### src/design/gtbp_pkg.sv
// Shared types, constants and helper functions for the grey threshold bit packer.
// Used by gtbp_cfg_regs, gtbp_core and grey_threshold_bit_packer_top.
`timescale 1ns / 1ps

package gtbp_pkg;

    // Width of one frame dimension register.
    localparam int DIM_BITS      = 16;
    // Cursor width: holds the sum of three dimension registers.
    localparam int POS_BITS      = DIM_BITS + 2;
    localparam int GREY_BITS     = 8;
    localparam int BYTE_BITS     = 8;
    localparam int CFG_IDX_BITS  = 3;
    localparam int CFG_DATA_BITS = DIM_BITS;
    // Bits per output byte, minus one: the last bit slot of a byte.
    localparam logic [2:0] LAST_BIT_SLOT = 3'd7;
    // Rounding term that pads a row to a whole byte.
    localparam logic [POS_BITS-1:0] PAD_ROUND = POS_BITS'(7);

    // Opcodes of an input transaction.
    localparam logic OP_PIXEL   = 1'b0;
    localparam logic OP_ADVANCE = 1'b1;

    // Configuration register indexes.
    typedef enum logic [CFG_IDX_BITS-1:0] {
        REG_INNER_WIDTH    = 3'd0,
        REG_INNER_HEIGHT   = 3'd1,
        REG_LEFT_MARGIN    = 3'd2,
        REG_RIGHT_MARGIN   = 3'd3,
        REG_TOP_MARGIN     = 3'd4,
        REG_BOTTOM_MARGIN  = 3'd5,
        REG_GREY_THRESHOLD = 3'd6,
        REG_STRIPE_ENABLE  = 3'd7
    } t_cfg_index;

    // Configuration registers plus the frame geometry derived from them.
    typedef struct packed {
        logic [DIM_BITS-1:0]  inner_width;
        logic [DIM_BITS-1:0]  inner_height;
        logic [DIM_BITS-1:0]  left_margin;
        logic [DIM_BITS-1:0]  right_margin;
        logic [DIM_BITS-1:0]  top_margin;
        logic [DIM_BITS-1:0]  bottom_margin;
        logic [GREY_BITS-1:0] grey_threshold;
        logic                 stripe_enable;
        logic [POS_BITS-1:0]  padded_width;
        logic [POS_BITS-1:0]  frame_rows;
        logic                 frame_empty;
    } t_geom;

    // Result of one transaction, with the cursor it leaves behind.
    typedef struct packed {
        logic                 byte_valid;
        logic [BYTE_BITS-1:0] packed_byte;
        logic                 end_of_frame;
        logic                 rejected;
        logic [POS_BITS-1:0]  next_row;
        logic [POS_BITS-1:0]  next_bit;
    } t_result;

    // True when the cursor position lies inside the source image.
    function automatic logic is_pixel(
        input logic [POS_BITS-1:0] row,
        input logic [POS_BITS-1:0] bitp,
        input t_geom               geom
    );
        logic [POS_BITS-1:0] top_ext;
        logic [POS_BITS-1:0] left_ext;
        logic                row_in;
        logic                col_in;
        top_ext  = POS_BITS'(geom.top_margin);
        left_ext = POS_BITS'(geom.left_margin);
        row_in   = (row >= top_ext) &&
                   ((row - top_ext) < POS_BITS'(geom.inner_height));
        col_in   = (bitp >= left_ext) &&
                   ((bitp - left_ext) < POS_BITS'(geom.inner_width));
        return row_in && col_in;
    endfunction

endpackage

### src/design/gtbp_cfg_regs.sv
// Configuration registers of the bit packer and the frame geometry derived from them.
// Depends on gtbp_pkg.
`timescale 1ns / 1ps

module gtbp_cfg_regs (
    input  logic                               i_clk,
    input  logic                               i_rst_n,
    input  logic                               i_cfg_wr_en,
    input  logic [gtbp_pkg::CFG_IDX_BITS-1:0]  i_cfg_index,
    input  logic [gtbp_pkg::CFG_DATA_BITS-1:0] i_cfg_wdata,
    output gtbp_pkg::t_geom                    o_geom
);
    import gtbp_pkg::*;

    logic [DIM_BITS-1:0]  r_inner_width;
    logic [DIM_BITS-1:0]  r_inner_height;
    logic [DIM_BITS-1:0]  r_left_margin;
    logic [DIM_BITS-1:0]  r_right_margin;
    logic [DIM_BITS-1:0]  r_top_margin;
    logic [DIM_BITS-1:0]  r_bottom_margin;
    logic [GREY_BITS-1:0] r_grey_threshold;
    logic                 r_stripe_enable;

    logic [POS_BITS-1:0]  row_width;
    logic [POS_BITS-1:0]  padded_width;
    logic [POS_BITS-1:0]  frame_rows;

    // Register writes; each register keeps only its own low bits.
    always_ff @(posedge i_clk) begin
        if (!i_rst_n) begin
            r_inner_width    <= '0;
            r_inner_height   <= '0;
            r_left_margin    <= '0;
            r_right_margin   <= '0;
            r_top_margin     <= '0;
            r_bottom_margin  <= '0;
            r_grey_threshold <= GREY_BITS'(127);
            r_stripe_enable  <= 1'b0;
        end else if (i_cfg_wr_en) begin
            case (t_cfg_index'(i_cfg_index))
                REG_INNER_WIDTH:    r_inner_width    <= i_cfg_wdata[DIM_BITS-1:0];
                REG_INNER_HEIGHT:   r_inner_height   <= i_cfg_wdata[DIM_BITS-1:0];
                REG_LEFT_MARGIN:    r_left_margin    <= i_cfg_wdata[DIM_BITS-1:0];
                REG_RIGHT_MARGIN:   r_right_margin   <= i_cfg_wdata[DIM_BITS-1:0];
                REG_TOP_MARGIN:     r_top_margin     <= i_cfg_wdata[DIM_BITS-1:0];
                REG_BOTTOM_MARGIN:  r_bottom_margin  <= i_cfg_wdata[DIM_BITS-1:0];
                REG_GREY_THRESHOLD: r_grey_threshold <= i_cfg_wdata[GREY_BITS-1:0];
                REG_STRIPE_ENABLE:  r_stripe_enable  <= i_cfg_wdata[0];
                default: begin
                end
            endcase
        end
    end

    // Row width rounded up to a whole byte, and total frame rows.
    always_comb begin
        row_width    = POS_BITS'(r_left_margin) + POS_BITS'(r_inner_width) +
                       POS_BITS'(r_right_margin);
        padded_width = (row_width + PAD_ROUND) & ~PAD_ROUND;
        frame_rows   = POS_BITS'(r_top_margin) + POS_BITS'(r_inner_height) +
                       POS_BITS'(r_bottom_margin);
    end

    assign o_geom.inner_width    = r_inner_width;
    assign o_geom.inner_height   = r_inner_height;
    assign o_geom.left_margin    = r_left_margin;
    assign o_geom.right_margin   = r_right_margin;
    assign o_geom.top_margin     = r_top_margin;
    assign o_geom.bottom_margin  = r_bottom_margin;
    assign o_geom.grey_threshold = r_grey_threshold;
    assign o_geom.stripe_enable  = r_stripe_enable;
    assign o_geom.padded_width   = padded_width;
    assign o_geom.frame_rows     = frame_rows;
    assign o_geom.frame_empty    = (padded_width == '0) || (frame_rows == '0);

endmodule

### src/design/gtbp_core.sv
// Cursor, bit accumulator and per-transaction result logic of the bit packer.
// Depends on gtbp_pkg.
`timescale 1ns / 1ps

module gtbp_core (
    input  logic                           i_clk,
    input  logic                           i_rst_n,
    input  logic                           i_fire,
    input  logic                           i_opcode,
    input  logic [gtbp_pkg::GREY_BITS-1:0] i_grey,
    input  gtbp_pkg::t_geom                i_geom,
    output gtbp_pkg::t_result              o_result
);
    import gtbp_pkg::*;

    logic [POS_BITS-1:0]  r_row;
    logic [POS_BITS-1:0]  r_bit;
    logic [BYTE_BITS-1:0] r_acc;
    logic [POS_BITS-1:0]  n_row;
    logic [POS_BITS-1:0]  n_bit;
    logic [BYTE_BITS-1:0] n_acc;

    logic pix;
    logic rejected;
    logic stripe_row;
    logic new_bit;
    logic row_end;
    logic frame_end;
    logic byte_done;

    // Classify the current position and pick the bit that fills it.
    always_comb begin
        pix        = is_pixel(r_row, r_bit, i_geom);
        rejected   = i_geom.frame_empty || (pix != (i_opcode == OP_PIXEL));
        stripe_row = i_geom.stripe_enable && (i_geom.bottom_margin != '0) &&
                     (r_row == (i_geom.frame_rows - POS_BITS'(1)));
        if (pix) begin
            new_bit = (i_grey > i_geom.grey_threshold);
        end else begin
            new_bit = !stripe_row;
        end
        n_acc     = {r_acc[BYTE_BITS-2:0], new_bit};
        row_end   = ({1'b0, r_bit} + (POS_BITS+1)'(1)) >= {1'b0, i_geom.padded_width};
        frame_end = row_end &&
                    (({1'b0, r_row} + (POS_BITS+1)'(1)) >= {1'b0, i_geom.frame_rows});
        byte_done = !rejected && (r_bit[2:0] == LAST_BIT_SLOT);
    end

    // Cursor advance with wrap at the row and frame edges.
    always_comb begin
        n_row = r_row;
        n_bit = r_bit;
        if (!rejected) begin
            if (row_end) begin
                n_bit = '0;
                n_row = frame_end ? '0 : (r_row + POS_BITS'(1));
            end else begin
                n_bit = r_bit + POS_BITS'(1);
            end
        end
    end

    // State updates only on accepted, matching transactions.
    always_ff @(posedge i_clk) begin
        if (!i_rst_n) begin
            r_row <= '0;
            r_bit <= '0;
            r_acc <= '0;
        end else if (i_fire && !rejected) begin
            r_row <= n_row;
            r_bit <= n_bit;
            r_acc <= n_acc;
        end
    end

    assign o_result.byte_valid   = byte_done;
    assign o_result.packed_byte  = byte_done ? n_acc : '0;
    assign o_result.end_of_frame = byte_done && frame_end;
    assign o_result.rejected     = rejected;
    assign o_result.next_row     = n_row;
    assign o_result.next_bit     = n_bit;

    // A rejected or idle cycle leaves the cursor and accumulator untouched.
    a_hold_on_reject: assert property (@(posedge i_clk) disable iff (!i_rst_n)
        (!i_fire || rejected) |=> ($stable(r_row) && $stable(r_bit) && $stable(r_acc)))
        else $error("cursor moved without an accepted matching transaction");

    // An empty frame rejects everything.
    a_empty_rejects: assert property (@(posedge i_clk) disable iff (!i_rst_n)
        (i_fire && i_geom.frame_empty) |-> (rejected && !byte_done))
        else $error("transaction accepted on an empty frame");

    // Inside a row the bit position steps by exactly one.
    a_bit_step: assert property (@(posedge i_clk) disable iff (!i_rst_n)
        (i_fire && !rejected && !row_end) |=>
            (r_bit == $past(r_bit) + POS_BITS'(1)) && (r_row == $past(r_row)))
        else $error("bit position did not step by one");

    // A completed frame always returns the cursor to the top left corner.
    a_frame_wrap: assert property (@(posedge i_clk) disable iff (!i_rst_n)
        (i_fire && !rejected && frame_end) |=> (r_row == '0 && r_bit == '0))
        else $error("cursor did not wrap at the end of the frame");

endmodule

### src/design/grey_threshold_bit_packer_top.sv
// Top level of the grey threshold bit packer: input register, core and result register.
// Depends on gtbp_pkg, gtbp_cfg_regs and gtbp_core.
//
//  Channel  | Direction | Handshake                 | Payload
//  ---------+-----------+---------------------------+----------------------------------------
//  in       | sink      | i_in_valid / o_in_stall   | i_opcode, i_grey
//  out      | source    | o_out_valid / i_out_stall | o_byte_valid, o_packed_byte,
//           |           |                           | o_end_of_frame, o_want_pixel, o_rejected
//  cfg      | sink      | i_cfg_wr_en               | i_cfg_index, i_cfg_wdata
//
// One transaction enters per cycle unless a stalled result holds the input register back.
// Each one passes the input register, then the result register; the single cursor update loop sets the throughput.
// Synchronous active-low reset clears the cursor, the accumulator and both valid flags.
// A stalled result holds; the input register still takes one more transaction behind it.
`timescale 1ns / 1ps

module grey_threshold_bit_packer_top (
    input  logic                               i_clk,
    input  logic                               i_rst_n,
    input  logic                               i_cfg_wr_en,
    input  logic [gtbp_pkg::CFG_IDX_BITS-1:0]  i_cfg_index,
    input  logic [gtbp_pkg::CFG_DATA_BITS-1:0] i_cfg_wdata,
    input  logic                               i_in_valid,
    output logic                               o_in_stall,
    input  logic                               i_opcode,
    input  logic [gtbp_pkg::GREY_BITS-1:0]     i_grey,
    output logic                               o_out_valid,
    input  logic                               i_out_stall,
    output logic                               o_byte_valid,
    output logic [gtbp_pkg::BYTE_BITS-1:0]     o_packed_byte,
    output logic                               o_end_of_frame,
    output logic                               o_want_pixel,
    output logic                               o_rejected
);
    import gtbp_pkg::*;

    t_geom                geom;
    t_result              core_result;
    t_result              r_out;
    logic                 r_out_valid;
    logic                 r_in_valid;
    logic                 r_in_opcode;
    logic [GREY_BITS-1:0] r_in_grey;
    logic                 proc_go;
    logic                 in_accept;

    gtbp_cfg_regs u_cfg (
        .i_clk       (i_clk),
        .i_rst_n     (i_rst_n),
        .i_cfg_wr_en (i_cfg_wr_en),
        .i_cfg_index (i_cfg_index),
        .i_cfg_wdata (i_cfg_wdata),
        .o_geom      (geom)
    );

    gtbp_core u_core (
        .i_clk    (i_clk),
        .i_rst_n  (i_rst_n),
        .i_fire   (proc_go),
        .i_opcode (r_in_opcode),
        .i_grey   (r_in_grey),
        .i_geom   (geom),
        .o_result (core_result)
    );

    // The held transaction moves on whenever the result register is free or draining.
    assign proc_go    = r_in_valid && !(r_out_valid && i_out_stall);
    assign o_in_stall = r_in_valid && !proc_go;
    assign in_accept  = i_in_valid && !o_in_stall;

    // Input register.
    always_ff @(posedge i_clk) begin
        if (!i_rst_n) begin
            r_in_valid <= 1'b0;
        end else if (in_accept) begin
            r_in_valid <= 1'b1;
        end else if (proc_go) begin
            r_in_valid <= 1'b0;
        end
    end

    always_ff @(posedge i_clk) begin
        if (in_accept) begin
            r_in_opcode <= i_opcode;
            r_in_grey   <= i_grey;
        end
    end

    // Result register.
    always_ff @(posedge i_clk) begin
        if (!i_rst_n) begin
            r_out_valid <= 1'b0;
        end else if (proc_go) begin
            r_out_valid <= 1'b1;
        end else if (!i_out_stall) begin
            r_out_valid <= 1'b0;
        end
    end

    always_ff @(posedge i_clk) begin
        if (proc_go) begin
            r_out <= core_result;
        end
    end

    // The pixel request looks at the cursor this transaction left behind.
    assign o_out_valid    = r_out_valid;
    assign o_byte_valid   = r_out.byte_valid;
    assign o_packed_byte  = r_out.packed_byte;
    assign o_end_of_frame = r_out.end_of_frame;
    assign o_rejected     = r_out.rejected;
    assign o_want_pixel   = !geom.frame_empty &&
                            is_pixel(r_out.next_row, r_out.next_bit, geom);

endmodule

### config.mk
export PLATFORM = sky130hd
export DESIGN_NAME = grey_threshold_bit_packer_top
export DESIGN_NICKNAME = d
export VERILOG_FILES = /design/src/design/gtbp_pkg.sv /design/src/design/gtbp_cfg_regs.sv /design/src/design/gtbp_core.sv /design/src/design/grey_threshold_bit_packer_top.sv
export SDC_FILE = /design/constraint.sdc
export NUM_CORES = 1
export LEC_CHECK = 0
export BUFFER_PORTS_ARGS = -buffer_cell sky130_fd_sc_hd__buf_4
export CORE_UTILIZATION = 50
export CTS_CLUSTER_DIAMETER = 50
export DETAILED_ROUTE_END_ITERATION = 10
export PLACE_DENSITY = 0.68
export SYNTH_ARGS = -nofsm -noshare
export SYNTH_HDL_FRONTEND = slang
export SYNTH_SLANG_ARGS = --single-unit
### constraint.sdc
create_clock -name i_clk -period 13.3 [get_ports i_clk]
set_input_delay 3.99 -clock i_clk [delete_from_list [all_inputs] [get_ports i_clk]]
set_output_delay 3.99 -clock i_clk [all_outputs]
set_load 0.005 [all_outputs]
==> results.md <==
- Root Driver: clkbuf_16
- Layout cells sized above 1: 0.0687
- ANT nets after route: 0
- # rows: between 60 and 70
- Clock Pin Slew Worst Setup and Hold Paths: approximately 0.060 ns
- DRC Markers: 0
- Hold Path Origin: u_cfg.r_grey_threshold[7]$_SDFFE_PN0P_
- DR vias: 16,000
- Total power: just under 0.002 W
- Yosys cell types: between 80 and 90
- MaxCap Viol Count: 0
- Critical R2R Launch: u_core.r_row[0]$_SDFFE_PN0P_
- Diode count: 0
- Cell area after layout: a little under 20,000 um^2
- Slew margin rel.: 0.149
- Worst Hold Class: register to register
- Grt ovf: 0
- Peak VDD IR: 100 uV
- Final Cycle Share: 0.752
- Most frequent cells after synthesis: 307 x nand2_1, 245 x ha_1, 223 x a21oi_1, 150 x dfxtp_1, 128 x nor2_1
- R2R setup slack: about 5.7 ns
- Final setup margin: ~3.3 ns
- Pwr/cell area: around 100 nW/um^2
- Worst-case hold path end point: u_cfg.r_grey_threshold[7]$_SDFFE_PN0P_
- Pin count of the biggest net entering global routing: about 100
- Slowest cell on the critical path: o41ai_1
- Starting Density: 0.512
- Pre-CTS setup slack: 3.89 ns
- Die Area: about 36,000 um^2
- First-pass GRT wire length: 82.7 mm
- Netlist Area Pre-Place: approximately 18,000 um^2
- Synth Area per Inst: roughly 8.1 um^2
- Gr usage total: 0.287
- R2R cell count: 25
- Cell taking the most area after synthesis: ha_1
- Mapped Cells: around 2,200
- F_max: between 90 and 100 MHz
- Worst R2R End: r_out[19]$_DFFE_PP_
- Clk sinks: 206
- H-tree Lvls: 1
- WP data arrival: ~6.0 ns
- Post-Synthesis Net Count: ~2,500
- Leak pwr: between 7 and 8 nW
- Async SR Flop Fraction: 0
- Register area share after synthesis: 0.263
- Global placement routability congestion: ~0.94
- Max stage delay on crit path: roughly 0.56 ns
- CP Data Required Time: ~9.3 ns
- Yosys warns: 0
- Final setup viols: 0
- RSZ-0062 raised after global routing: no
- Final-report max-slew violation count: 0
- Antenna violations before repair: 0
- Count leader, synth: nand2_1
- Clock Latency Late Sink: 0.59 ns
- IO Count: between 40 and 50
- Layout net count: 2,490
- Vias/cell: roughly 6.0
- Routed wire length: 51.8 mm
- Chip width: about 190 um
- DP Area: 18,400 um^2
- Post-CTS sizing: 0
- CTS tree: yes
- Worst Clk Skew: approximately 0.045 ns
- Crit. End Element: primary output
- Seq cells post-synth: 206
- Tightest Pin Transition: ~1.3 ns
- Largest cells by area after synthesis: ha_1 17%, dfxtp_1 17%, edfxtp_1 9.4%
- Post-CTS setup buffer count: 0
- CORE AREA: 34,800 um^2
- Setup TNS: 0 ns
- Fin. Hold Viols: 0
- Number of synthesized flops with an enable pin: 56
- Critical-path maximum fanout: 5
- Number of hold buffers added after cts: 0
- Port Buffers: 46
- Chip height: 191 um
- Vias in the first global route: between 15,000 and 20,000
- Crit start category: register
- Critical path cell sequence: ha_1, a21o_1, a21oi_1, o21ai_0, a21oi_1, nand2b_1, a21boi_0, o31a_1, o41ai_1, xnor2_1, ha_1, ha_1, a21oi_1, o21ai_0, o31ai_1, nor2_1, a211oi_1, o2111a_1, nand4_1, and4_1, nand3_1, nor4_1, buf_4
- Hold Crit Depth: 2
- Crit Path Class: register to primary output
- Min Tclk post-route: ~10 ns
- Detailed-routing iteration count for the pre-antenna-repair pass: 6
- Num CTS Buffers: 28
- Initial drt markers: between 1,000 and 1,500
- Main synth FF type: dfxtp_1
- Clock buffer depth: 3
- Post-DP HPWL: around 41 mm
- Post-synth top area share: 0.172
- Avg WL per Cell: around 19 um
- Synth-to-Final Area Change: 9.04%
- Status: completed
## critical path, delay by kind of cell, from the launching register on
family,cells,cell delay (ns)
fa+ha+maj,3,0.88
flops,1,0.33
compound gates,12,3.12
xor+xnor,1,0.19
buf+inv,1,0.14
simple gates,6,0.78
## registers in the layout (all words and copies together), names as in the netlist
signal                  flops
o_byte_valid                1
u_core.r_row               18
u_core.r_acc                7
r_out                      36
u_cfg.r_inner_height       16
r_in_valid                  1
u_cfg.r_left_margin        16
o_rejected                  1
r_in_grey                   8
u_cfg.r_stripe_enable       1
u_cfg.r_bottom_margin      16
o_packed_byte               8
u_cfg.r_inner_width        16
r_in_opcode                 1
o_out_valid                 1
u_core.r_bit               18
o_end_of_frame              1
u_cfg.r_right_margin       16
u_cfg.r_top_margin         16
u_cfg.r_grey_threshold      8
## how the worst max path moves through the flow
stage	depth (start not counted)	endpoint	slack, ns	start
4_1_cts	23	o_want_pixel	3.22	u_cfg.r_left_margin[1]$_SDFFE_PN0P_
5_1_grt	23	o_want_pixel	2.77	u_cfg.r_left_margin[1]$_SDFFE_PN0P_
3_3_place_gp	23	o_want_pixel	3.96	u_cfg.r_left_margin[1]$_SDFFE_PN0P_
3_5_place_dp	23	o_want_pixel	3.89	u_cfg.r_left_margin[1]$_SDFFE_PN0P_
6_report	23	o_want_pixel	3.30	u_cfg.r_left_margin[1]$_SDFFE_PN0P_
2_1_floorplan	5	u_core.r_row[11]$_SDFFE_PN0P_	3.84	i_out_stall
## report_power, final
group,switching [W],leakage [nW],internal (W)
logic,0.000296,5.72,0.000192
registers,0.0000167,1.73,0.000663
clock network,0.000309,0.482,0.000464
## layout make-up
| class | instances | area [um^2] |
|---|---|---|
| sequential | 206 | 4680 |
| clock buffer | 41 | 876 |
| timing repair buffer | 57 | 428 |
| inverter | 125 | 472 |
| fill | 3209 | 15400 |
| clock inverter | 11 | 105 |
| multi-input combinational | 1787 | 12300 |
| tap | 455 | 569 |
## layer usage
metal / wire (um) / vias to the layer above / global-route usage / part of all wire
met3: 2360 / 112 / 0.0276 / 0.046
met2: 24000 / 444 / 0.485 / 0.46
met1: 23300 / 7575 / 0.376 / 0.45
met4: 2120 / 0 / 0.113 / 0.041
li1: - / 7917 / - / -
met5: 0 / - / 0 / 0
## cell families (layout without fill, tap and decap cells)
group / Yosys count / after routing / synth area share
AND/OR/NAND/NOR: 773 / 773 / 0.208
AO/OA/AOI/OAI: 582 / 582 / 0.208
adder cells (fa/ha/maj): 253 / 253 / 0.181
buffers and inverters: 211 / 234 / 0.0486
flip-flops: 206 / 206 / 0.263
XOR/XNOR: 148 / 148 / 0.0736
multiplexers: 31 / 31 / 0.0182
## stage by stage
step	std cells	hold WS, ns	util
finish	2682	0.461	0.558
global route	2682	0.475	0.558
CTS	2682	0.460	0.558
detailed placement	2630	0.452	0.530
global placement	2630	0.445	0.530
floorplan	2204	0.432	-
## cell usage in the layout (no fill, tap or decap), types with 14 or more instances in the layout
master and n:
o21a_1 35, o31ai_1 14, nor4_1 14, mux2i_1 20, o211ai_1 29, nand4_1 37, buf_4 57, nand2_1 307
and2_1 19, a21o_1 54, or2_2 20, and3_1 27, or3_1 28, xnor2_1 103, inv_1 123, a21oi_1 222
nand3_1 64, ha_1 245, nand2b_1 26, a211oi_1 22, dfxtp_1 150, clkbuf_16 33, xor2_1 44, nor2b_1 38
nor2_1 128, o21ai_0 82, edfxtp_1 56, nor3_1 33, a21boi_0 14
Power figures use the tool's default switching activity.
